### config.mk
export PLATFORM = sky130hd
export DESIGN_NAME = multi_channel_duration_timer_core
export DESIGN_NICKNAME = d
export VERILOG_FILES = /design/src/rtl/mcdt_pkg.sv /design/src/rtl/mcdt_chan_bank.sv /design/src/rtl/mcdt_status.sv /design/src/rtl/multi_channel_duration_timer_core.sv
export SDC_FILE = /design/constraint.sdc
export NUM_CORES = 1
export LEC_CHECK = 0
export ABC_AREA = 1
export BUFFER_PORTS_ARGS = -buffer_cell sky130_fd_sc_hd__buf_2
export CORE_UTILIZATION = 45
export CTS_BUF_LIST = sky130_fd_sc_hd__clkbuf_4 sky130_fd_sc_hd__clkbuf_8 sky130_fd_sc_hd__clkbuf_16
export DETAILED_ROUTE_END_ITERATION = 7
export HOLD_SLACK_MARGIN = 0.02
export PLACE_DENSITY_LB_ADDON = 0.1
export SLEW_MARGIN = 10
export SYNTH_ARGS = -nofsm -noshare
export SYNTH_HDL_FRONTEND = slang
export SYNTH_SLANG_ARGS = --single-unit
export TNS_END_PERCENT = 10
### constraint.sdc
create_clock -name clk_i -period 3.9 [get_ports clk_i]
set_input_delay 0.39 -clock clk_i [delete_from_list [all_inputs] [get_ports clk_i]]
set_output_delay 0.39 -clock clk_i [all_outputs]
set_load 0.005 [all_outputs]
### src/rtl/mcdt_pkg.sv
// shared constants, codes and types of the multi-channel duration timer
// used by every module of the block, depends on nothing
package mcdt_pkg;

  localparam int NUM_CHANNELS = 8;
  localparam int COUNT_WIDTH  = 16;

  localparam int MASK_W     = 8;
  localparam int MODE_W     = 3;
  localparam int CHAN_W     = 3;
  localparam int LOAD_W     = 2;
  localparam int LIMIT_W    = 16;
  localparam int CFG_IDX_W  = 1;
  localparam int CFG_DATA_W = 16;

  localparam logic [LIMIT_W-1:0] HB_LIMIT_RST    = LIMIT_W'(60);
  localparam logic [LIMIT_W-1:0] REPLY_LIMIT_RST = LIMIT_W'(60);

  localparam logic [CFG_IDX_W-1:0] CFG_HB_LIMIT    = CFG_IDX_W'(0);
  localparam logic [CFG_IDX_W-1:0] CFG_REPLY_LIMIT = CFG_IDX_W'(1);

  typedef enum logic [MODE_W-1:0] {
    MODE_TICK       = 3'd0,
    MODE_LOAD       = 3'd1,
    MODE_WAIT_START = 3'd2,
    MODE_REPLY      = 3'd3,
    MODE_HB_REARM   = 3'd4
  } mode_e;

  typedef enum logic [LOAD_W-1:0] {
    PWR_OFF     = 2'd0,
    PWR_ON      = 2'd1,
    PWR_UNKNOWN = 2'd2
  } pwr_e;

  // command handed from the input register to the state holders
  typedef struct packed {
    logic                   fire;
    logic [MODE_W-1:0]      mode;
    logic [CHAN_W-1:0]      channel;
    logic [LOAD_W-1:0]      load_state;
    logic [COUNT_WIDTH-1:0] load_total;
    logic                   logged_in;
  } cmd_t;

  // per-channel events of one tick
  typedef struct packed {
    logic [NUM_CHANNELS-1:0] closed;
    logic [NUM_CHANNELS-1:0] counting;
    logic [NUM_CHANNELS-1:0] errors;
  } chan_evt_t;

  // global status after one item
  typedef struct packed {
    logic               beat_rdy;
    logic               waiting;
    logic [LIMIT_W-1:0] reply_count;
    logic               expired;
  } status_t;

endpackage

### src/rtl/mcdt_chan_bank.sv
// channel bank: power state, duration and elapsed count of every channel
// updated in parallel on a tick, loaded one at a time; uses mcdt_pkg
module mcdt_chan_bank import mcdt_pkg::*; (
  input  logic      clk_i,
  input  logic      rst_ni,
  input  cmd_t      cmd_i,
  output chan_evt_t evt_o
);

  pwr_e                   power_q [NUM_CHANNELS];
  pwr_e                   power_d [NUM_CHANNELS];
  logic [COUNT_WIDTH-1:0] dur_q   [NUM_CHANNELS];
  logic [COUNT_WIDTH-1:0] dur_d   [NUM_CHANNELS];
  logic [COUNT_WIDTH-1:0] elap_q  [NUM_CHANNELS];
  logic [COUNT_WIDTH-1:0] elap_d  [NUM_CHANNELS];

  logic is_tick;
  logic is_load;
  pwr_e load_pwr;

  assign is_tick  = cmd_i.fire && (cmd_i.mode == MODE_TICK);
  assign is_load  = cmd_i.fire && (cmd_i.mode == MODE_LOAD);
  // code three has no meaning and stores unknown
  assign load_pwr = (cmd_i.load_state == PWR_OFF) ? PWR_OFF :
                    (cmd_i.load_state == PWR_ON)  ? PWR_ON  : PWR_UNKNOWN;

  always_comb begin
    evt_o = '0;
    for (int i = 0; i < NUM_CHANNELS; i++) begin
      power_d[i] = power_q[i];
      dur_d[i]   = dur_q[i];
      elap_d[i]  = elap_q[i];
      if (is_tick) begin
        case (power_q[i])
          PWR_ON: begin
            if (dur_q[i] == '0) begin
              power_d[i]     = PWR_UNKNOWN;
              evt_o.errors[i] = 1'b1;
            end else if (elap_q[i] >= dur_q[i]) begin
              power_d[i]      = PWR_OFF;
              dur_d[i]        = '0;
              elap_d[i]       = '0;
              evt_o.closed[i] = 1'b1;
            end else begin
              elap_d[i]         = elap_q[i] + COUNT_WIDTH'(1);
              evt_o.counting[i] = 1'b1;
            end
          end
          PWR_OFF: begin
            if (dur_q[i] != '0) begin
              power_d[i]      = PWR_UNKNOWN;
              evt_o.errors[i] = 1'b1;
            end
          end
          default: begin
            // unknown channels are left alone
          end
        endcase
      end else if (is_load && (32'(cmd_i.channel) == i)) begin
        power_d[i] = load_pwr;
        dur_d[i]   = COUNT_WIDTH'(cmd_i.load_total);
        elap_d[i]  = '0;
      end
    end
  end

  always_ff @(posedge clk_i or negedge rst_ni) begin
    if (!rst_ni) begin
      for (int i = 0; i < NUM_CHANNELS; i++) begin
        power_q[i] <= PWR_OFF;
        dur_q[i]   <= '0;
        elap_q[i]  <= '0;
      end
    end else begin
      for (int i = 0; i < NUM_CHANNELS; i++) begin
        power_q[i] <= power_d[i];
        dur_q[i]   <= dur_d[i];
        elap_q[i]  <= elap_d[i];
      end
    end
  end

endmodule

### src/rtl/mcdt_status.sv
// heartbeat counter, reply wait counter and flag, and the two limit registers
// uses mcdt_pkg; takes the any-channel-closed event from the channel bank
module mcdt_status import mcdt_pkg::*; (
  input  logic                  clk_i,
  input  logic                  rst_ni,
  input  logic                  cfg_we_i,
  input  logic [CFG_IDX_W-1:0]  cfg_idx_i,
  input  logic [CFG_DATA_W-1:0] cfg_data_i,
  input  cmd_t                  cmd_i,
  input  logic                  any_closed_i,
  output status_t               status_o
);

  logic [LIMIT_W-1:0]     hb_limit_q;
  logic [LIMIT_W-1:0]     reply_limit_q;
  logic [COUNT_WIDTH-1:0] hb_count_q, hb_count_d;
  logic                   beat_rdy_q, beat_rdy_d;
  logic [COUNT_WIDTH-1:0] reply_q, reply_d;
  logic                   wait_q, wait_d;

  always_comb begin
    hb_count_d = hb_count_q;
    beat_rdy_d = beat_rdy_q;
    reply_d    = reply_q;
    wait_d     = wait_q;
    if (cmd_i.fire) begin
      case (cmd_i.mode)
        MODE_TICK: begin
          if (!beat_rdy_q) begin
            if (32'(hb_count_q) >= 32'(hb_limit_q)) begin
              beat_rdy_d = 1'b1;
              hb_count_d = '0;
            end else begin
              hb_count_d = hb_count_q + COUNT_WIDTH'(1);
            end
          end
          // a closing channel drops the wait before the reply counter looks at it
          wait_d = wait_q && !any_closed_i;
          if ((wait_d || !cmd_i.logged_in) && (32'(reply_q) < 32'(reply_limit_q))) begin
            reply_d = reply_q + COUNT_WIDTH'(1);
          end
        end
        MODE_WAIT_START: begin
          wait_d  = 1'b1;
          reply_d = '0;
        end
        MODE_REPLY: begin
          wait_d  = 1'b0;
          reply_d = '0;
        end
        MODE_HB_REARM: begin
          beat_rdy_d = 1'b0;
          hb_count_d = '0;
        end
        default: begin
        end
      endcase
    end
  end

  always_comb begin
    status_o.beat_rdy    = beat_rdy_d;
    status_o.waiting     = wait_d;
    status_o.reply_count = LIMIT_W'(reply_d);
    status_o.expired     = (32'(reply_d) >= 32'(reply_limit_q));
  end

  always_ff @(posedge clk_i or negedge rst_ni) begin
    if (!rst_ni) begin
      hb_limit_q    <= HB_LIMIT_RST;
      reply_limit_q <= REPLY_LIMIT_RST;
    end else if (cfg_we_i) begin
      case (cfg_idx_i)
        CFG_HB_LIMIT:    hb_limit_q    <= LIMIT_W'(cfg_data_i);
        CFG_REPLY_LIMIT: reply_limit_q <= LIMIT_W'(cfg_data_i);
        default: begin
        end
      endcase
    end
  end

  always_ff @(posedge clk_i or negedge rst_ni) begin
    if (!rst_ni) begin
      hb_count_q <= '0;
      beat_rdy_q <= 1'b0;
      reply_q    <= '0;
      wait_q     <= 1'b0;
    end else begin
      hb_count_q <= hb_count_d;
      beat_rdy_q <= beat_rdy_d;
      reply_q    <= reply_d;
      wait_q     <= wait_d;
    end
  end

endmodule

### src/rtl/multi_channel_duration_timer_core.sv
// top level of the multi-channel duration timer: input register, result register
// instantiates mcdt_chan_bank and mcdt_status; uses mcdt_pkg
//
// One item in, one result out. Every item (tick, channel load, reply wait start,
// reply received, heartbeat rearm) is captured in an input register and applied
// to all channels and counters as it moves on into the result register, so the
// block takes one item per clock while the result register is not stalled, and
// a result is on the outputs once its item has passed both registers.
// The result register holds a result while out_stall_i is high; the input
// register still takes a new item then, and in_stall_o rises only when both
// registers are full. The closed, counting and error masks are zero except on
// a tick and cover channels 0 to 7. The user must write the limit registers
// through the cfg port while no item is in flight; the block does not enforce it.
module multi_channel_duration_timer_core import mcdt_pkg::*; (
  input  logic                  clk_i,
  input  logic                  rst_ni,
  input  logic                  cfg_we_i,
  input  logic [CFG_IDX_W-1:0]  cfg_idx_i,
  input  logic [CFG_DATA_W-1:0] cfg_data_i,
  input  logic                  in_valid_i,
  output logic                  in_stall_o,
  input  logic [MODE_W-1:0]     mode_i,
  input  logic [CHAN_W-1:0]     channel_i,
  input  logic [LOAD_W-1:0]     load_state_i,
  input  logic [15:0]           load_total_i,
  input  logic                  logged_in_i,
  output logic                  out_valid_o,
  input  logic                  out_stall_i,
  output logic [MASK_W-1:0]     closed_now_o,
  output logic [MASK_W-1:0]     counting_now_o,
  output logic [MASK_W-1:0]     error_now_o,
  output logic                  in_task_o,
  output logic                  heartbeat_ready_o,
  output logic                  awaiting_reply_o,
  output logic [LIMIT_W-1:0]    reply_ticks_o,
  output logic                  reply_expired_o
);

  logic                   s1_valid_q, s1_valid_d;
  logic [MODE_W-1:0]      mode_q;
  logic [CHAN_W-1:0]      channel_q;
  logic [LOAD_W-1:0]      load_state_q;
  logic [COUNT_WIDTH-1:0] load_total_q;
  logic                   logged_in_q;

  logic out_valid_q, out_valid_d;
  logic s1_adv;
  logic accept_in;

  cmd_t      cmd;
  chan_evt_t evt;
  status_t   status;

  assign s1_adv     = !out_valid_q || !out_stall_i;
  assign in_stall_o = s1_valid_q && !s1_adv;
  assign accept_in  = in_valid_i && !in_stall_o;
  assign s1_valid_d = accept_in || (s1_valid_q && !s1_adv);
  assign out_valid_d = (s1_valid_q && s1_adv) || (out_valid_q && out_stall_i);

  always_comb begin
    cmd.fire       = s1_valid_q && s1_adv;
    cmd.mode       = mode_q;
    cmd.channel    = channel_q;
    cmd.load_state = load_state_q;
    cmd.load_total = load_total_q;
    cmd.logged_in  = logged_in_q;
  end

  mcdt_chan_bank u_chan_bank (
    .clk_i  (clk_i),
    .rst_ni (rst_ni),
    .cmd_i  (cmd),
    .evt_o  (evt)
  );

  mcdt_status u_status (
    .clk_i        (clk_i),
    .rst_ni       (rst_ni),
    .cfg_we_i     (cfg_we_i),
    .cfg_idx_i    (cfg_idx_i),
    .cfg_data_i   (cfg_data_i),
    .cmd_i        (cmd),
    .any_closed_i (|evt.closed),
    .status_o     (status)
  );

  always_ff @(posedge clk_i or negedge rst_ni) begin
    if (!rst_ni) begin
      s1_valid_q  <= 1'b0;
      out_valid_q <= 1'b0;
    end else begin
      s1_valid_q  <= s1_valid_d;
      out_valid_q <= out_valid_d;
    end
  end

  always_ff @(posedge clk_i) begin
    if (accept_in) begin
      mode_q       <= mode_i;
      channel_q    <= channel_i;
      load_state_q <= load_state_i;
      load_total_q <= COUNT_WIDTH'(load_total_i);
      logged_in_q  <= logged_in_i;
    end
  end

  always_ff @(posedge clk_i) begin
    if (cmd.fire) begin
      closed_now_o      <= MASK_W'(evt.closed);
      counting_now_o    <= MASK_W'(evt.counting);
      error_now_o       <= MASK_W'(evt.errors);
      in_task_o         <= |evt.counting;
      heartbeat_ready_o <= status.beat_rdy;
      awaiting_reply_o  <= status.waiting;
      reply_ticks_o     <= status.reply_count;
      reply_expired_o   <= status.expired;
    end
  end

  assign out_valid_o = out_valid_q;

endmodule
After elaboration in Yosys (flattened, before gate mapping)
Index checks and enable logic that the tools add are counted.
Widths: inputs -> output; s select.

storage, ports and cells
  flip-flop bits (word level) = 409
  latch bits = 0
  bits in writable memories = 0
  ROM bits = 0
  bits of input ports = 47
  output and inout port bits = 46
  logic and storage cells = 458
  memories kept = 0

operators by class
  add/sub/neg operators = 10
  multipliers = 0
  div/mod/pow operators = 0
  magnitude comparators = 11
  equal/unequal tests = 69
  shift-type cells = 0
  multiplexer cells = 230
  bitwise operators = 1
  reduce and logical (&&, ||, !) cells = 92

operators with widths
  operator               number
  $mux 16                84
  $add 16x1->16 const B  10
  $ge 16x16->1           10
  $logic_not 16->1       8
  $reduce_bool 16->1     8
  $mux 1                 84
  $mux 2                 42
  $pmux 16 s2            2
  $reduce_and 4->1       16
  $ne 2x2->1 const B     25
  $ne 3x3->1 const B     16
  $ne 4x4->1 const B     8
  $pmux 2 s2             8
  $reduce_and 3->1       9
  $eq 2x1->1 const B     9
  $logic_not 2->1        9
  $pmux 1 s2             9
  $reduce_bool 2->1      9
  $logic_and 1x1->1      16
  $lt 16x16->1           1
  $reduce_or 8->1        2
  $eq 3x3->1 const B     5
  $eq 3x2->1 const B     4
  $eq 3x1->1 const B     2
  other kinds (7)        17

Longest topological paths before layout
  word-level depth = 14
  depth in mapped cells = 27
  gate-level depth less buffers = 27

Modules after synthesis
A second synthesis with hierarchy kept.

unflattened totals
  cells, all modules = 3225
  area, all modules = 24417.2 um^2

modules (own cells, without submodules)
  module                             instances  cells an instance  area each (um^2)
  mcdt_chan_bank                     1          2527               17723.2
  mcdt_status                        1          587                4414.2
  multi_channel_duration_timer_core  1          111                2279.7

Least setup slack after synthesis
Ideal clock, no wire load.

  path type = register to register
  start = register u_status.reply_limit_q[3]
  end = register reply_expired_o (data pin)
  data arrival time = 2.799 ns
  slack = 0.832 ns
  stages on the path, launching flop included = 18
  buffers on the path = 1
  path through = dfstp_2 > inv_1 > ha_1 > a21oi_1 > o21ai_0 > nand4_1 > o211ai_1 > a21oi_1 > clkbuf_1 > nand4_1 > nand2_1 > inv_1 > nor2_1 > ha_1 > a21oi_1 > o21ai_0 > o211ai_1 > nand4_1

RTL lines
  what                      line                                      text
  start: declaration        mcdt_status.sv:15                         logic [LIMIT_W-1:0] reply_limit_q;
  start signal: assignment  mcdt_status.sv:75                         CFG_REPLY_LIMIT: reply_limit_q <= LIMIT_W'(cfg_data_i);
  end signal: assignment    multi_channel_duration_timer_core.sv:116  reply_expired_o <= status.expired;
  end: declaration          multi_channel_duration_timer_core.sv:36   output logic reply_expired_o

==> flow_metrics.py <==
metrics = {
    "timing": {
        "setup_violations": 0,
        "post-route-period-util": 0.947,
        "tns_ns": 0,
        "worstMarginPinSlew_ns": 1.05,
        "final_max_slew_viol_count": 0,
        "fmax_mhz": 271,
        "final_hold_viol_count": 0,
        "fin_skew_ns": 0.0209,
        "period_needed_ns": 3.69,
        "rsz0062_at_grt": "false",
        "max_slew_margin": 0.298,
    },
    "setup_path": {
        "path_max_fanout": 7,
        "cpPeakStageDelay_ns": 0.53,
        "crit_required_ns": 4.23,
        "critPathBufInv": 3,
        "start_kind": "flip-flop",
        "crit_chain": "inv_1 > ha_1 > a21oi_1 > o21ai_0 > nand4_1 > o211ai_1 > a21oi_1 > buf_4 > nand4_1 > nand2_1 > inv_1 > nor2_1 > ha_1 > a21oi_1 > nor2_1 > a211oi_1 > nand4_1",
        "path_class": "flip-flop to flip-flop",
        "crit_arrival_ns": 4.02,
        "cp_slowest_cell": "dfstp_2",
        "end_kind": "flip-flop",
        "path_delay_family": "compound AO/OA/AOI/OAI gates",
    },
    "die": {
        "fp.dieArea_sq_um": 50400,
        "rows": 81,
        "core_area_sq_um": 48800,
        "die_h_microns": 225,
        "initial_utilization": 0.456,
        "die_width_microns": 225,
        "num_io_pins": 93,
    },
    "placed_design": {
        "hpwl_microns": 40500,
        "portBuffers": 92,
        "place_inst": 3375,
        "place_congestion": 0.864,
    },
    "min_path": {
        "hp-class": "primary input to flip-flop",
    },
    "final_layout": {
        "final_nets": 3016,
        "n_fill_cell": 4613,
        "final_cell_mix": "498 x nand2_1, 427 x inv_1, 332 x dfrtp_1, 232 x nor2_1, 230 x o21ai_0",
        "layout_commonest_cell": "nand2_1",
        "layout-drive-gt1-share": 0.0977,
        "finalNonFillerCells": 3489,
        "synthToLayoutAreaGrowth_pct": 14.8,
    },
    "yosys": {
        "yosysTopAreaCell": "dfrtp_1",
        "ys_types": 60,
        "syn_inst": 2640,
        "synthTopCellsByArea": "dfrtp_1 37%, ha_1 10%, edfxtp_1 9.3%, nand2_1 8.4%, inv_1 7.2%",
        "syn_nets": 2872,
        "avgSynthCellArea_sq_um": 8.44,
        "synth-seq-area-share": 0.475,
        "synth_area_sq_um": 22300,
        "synth_seq_cells": 409,
        "yosys_warnings": 0,
        "synth_top_area_frac": 0.373,
    },
    "drt": {
        "drt_iter0_markers": 1312,
        "via_per_inst": 5.13,
        "vias": 17900,
        "drt-pass1-iter-count": 6,
        "postRouteAntennaNets": 0,
        "drc": 0,
        "drt_wl_total_microns": 56800,
        "wire_per_inst_microns": 16.3,
    },
    "run_status": {
        "status": "complete, no violations",
    },
    "pwr": {
        "p_per_area_nw_per_um2": 512,
        "vdd_drop_max_uv": 327,
        "power.leakage_uw": 0.0126,
    },
    "global_route": {
        "antenna_found_initial": 3,
        "gr-total-overflow": 0,
        "met2_usage": 0.371,
        "grt_pass1_vias": 17300,
        "met3_usage": 0.0265,
        "use_met1": 0.317,
        "busiest_layer": "met2",
        "grt_max_degree": 119,
        "grt_first_pass_wirelength_microns": 90700,
        "grt_util_all_layers": 0.229,
    },
    "clock_network": {
        "clock_path_buffers": 3,
        "clock-sinks": 409,
        "numCtsBuffers": 48,
        "cts_max_level": 2,
        "tritoncts": "done",
        "clk_latency_ns": 0.59,
        "cts_setup_buffers": 0,
        "ctsRootBufferMaster": "clkbuf_16",
        "clk_pin_slew_ns": 0.07,
    },
    "flow_run": {
        "drv_cap": 0,
    },
}
## layout make-up
cell class / instances / area, sq um / share of cell area
Tap cell: 664 / 831 / 0.0325
Inverter: 436 / 1640 / 0.0641
Antenna cell: 1 / 2.50 / 0.0000978
Clock inverter: 21 / 254 / 0.00993
Multi-Input combinational cell: 1744 / 9860 / 0.385
Clock buffer: 69 / 1450 / 0.0567
Timing Repair Buffer: 145 / 955 / 0.0373
Sequential cell: 409 / 10600 / 0.414
## path summary, 6_finish.rpt
kind                                            from                     end  slack, ns  cells after the start
min in group asynchronous                     rst_ni  u_chan_bank.elap_q[34]       0.33                      2
max                        u_status.reply_limit_q[3]         reply_expired_o       0.21                     17
max in group asynchronous                     rst_ni   u_chan_bank.dur_q[94]       2.36                      3
max reg2reg                u_status.reply_limit_q[3]         reply_expired_o       0.21                     17
min reg2reg                    u_chan_bank.dur_q[35]   u_chan_bank.dur_q[35]       0.48                      2
min                                     channel_i[1]            channel_q[1]       0.04                      1
## kinds of logic after synthesis
logic type | after synthesis | synth area share
and+or+nand+nor | 1027 | 0.204
AOI/OAI and AO/OA | 507 | 0.124
buffers and inverters | 487 | 0.0830
DFF | 409 | 0.475
adders and majority gates | 185 | 0.104
xor gates and xnor gates | 25 | 0.00983
## synth_stat cells (all sizes together)
| cell | count |
|---|---|
| a211oi | 11 |
| a21boi | 1 |
| a21o | 3 |
| a21oi | 188 |
| a22o | 5 |
| a31oi | 8 |
| a32oi | 5 |
| and3 | 7 |
| buf | 9 |
| clkbuf | 42 |
| clkinv | 2 |
| dfrtp | 332 |
| dfstp | 8 |
| edfxtp | 69 |
| ha | 185 |
| inv | 434 |
| nand2 | 512 |
| nand3 | 82 |
| nand3b | 2 |
| nand4 | 70 |
| nor2 | 248 |
| nor3 | 90 |
| nor3b | 5 |
| nor4 | 9 |
| nor4b | 1 |
| o211ai | 4 |
| o21a | 9 |
| o21ai | 236 |
| o21bai | 18 |
| o221ai | 2 |
| o22ai | 12 |
| o311ai | 1 |
| o31ai | 2 |
| o32ai | 1 |
| o41ai | 1 |
| or2 | 1 |
| xnor2 | 2 |
| xor2 | 23 |
## routing by layer
layer | vias to the layer above | share of wire
li1 | 9020 | -
met4 | 0 | 0.028
met2 | 345 | 0.46
met1 | 8446 | 0.48
met5 | - | 0
met3 | 86 | 0.039
## sequential cells by signal, summed over array words and instances (netlist names), 3 cells and up
signal / flops
load_total_q: 16
closed_now_o: 8
u_status.reply_limit_q: 16
u_status.reply_q: 16
u_chan_bank.dur_q: 128
u_chan_bank.elap_q: 128
error_now_o: 8
mode_q: 3
channel_q: 3
u_chan_bank.power_q: 16
counting_now_o: 8
u_status.hb_count_q: 16
u_status.hb_limit_q: 16
reply_ticks_o: 16
## metrics by stage
step | instance area [sq um] | setup WS (ns) | util | hold slack (ns) | total power, uW
after detailed placement | 23600 | 0.187 | 0.484 | 0.344 | 8360
after global routing | 25600 | 0.00646 | 0.524 | 0.0347 | 13900
after global placement | 23600 | 0.227 | 0.484 | 0.347 | 8240
final | 25600 | 0.206 | 0.524 | 0.0420 | 13100
after CTS | 25600 | 0.175 | 0.523 | 0.0302 | 13200
after floorplan | 22300 | 0.832 | - | 0.0944 | 7460
## worst register-to-register path: stages, from the launching register on
cell and delay [ns]:
dfstp_2 0.53, inv_1 0.06, ha_1 0.30, a21oi_1 0.16, o21ai_0 0.15, nand4_1 0.10, o211ai_1 0.15, a21oi_1 0.46
buf_4 0.25, nand4_1 0.12, nand2_1 0.10, inv_1 0.04, nor2_1 0.15, ha_1 0.27, a21oi_1 0.16, nor2_1 0.06
a211oi_1 0.24, nand4_1 0.13
## report_power, final
part           switching, uW  internal [uW]  total, uW  leakage (uW)
Combinational           1790           1090       2880       0.00665
Clock                   1840           2930       4770      0.000854
Sequential               449           4990       5440       0.00512
Total                   4080           9010      13100        0.0126
## repair_timing
| action | in CTS | in global routing |
|---|---|---|
| setup endpoints to repair | 0 | 1 |
| hold endpoints to repair | 71 | 0 |
| hold buffers | 23 | 0 |
| gates resized for setup | 0 | 10 |
(Power assumes the default switching activity.)
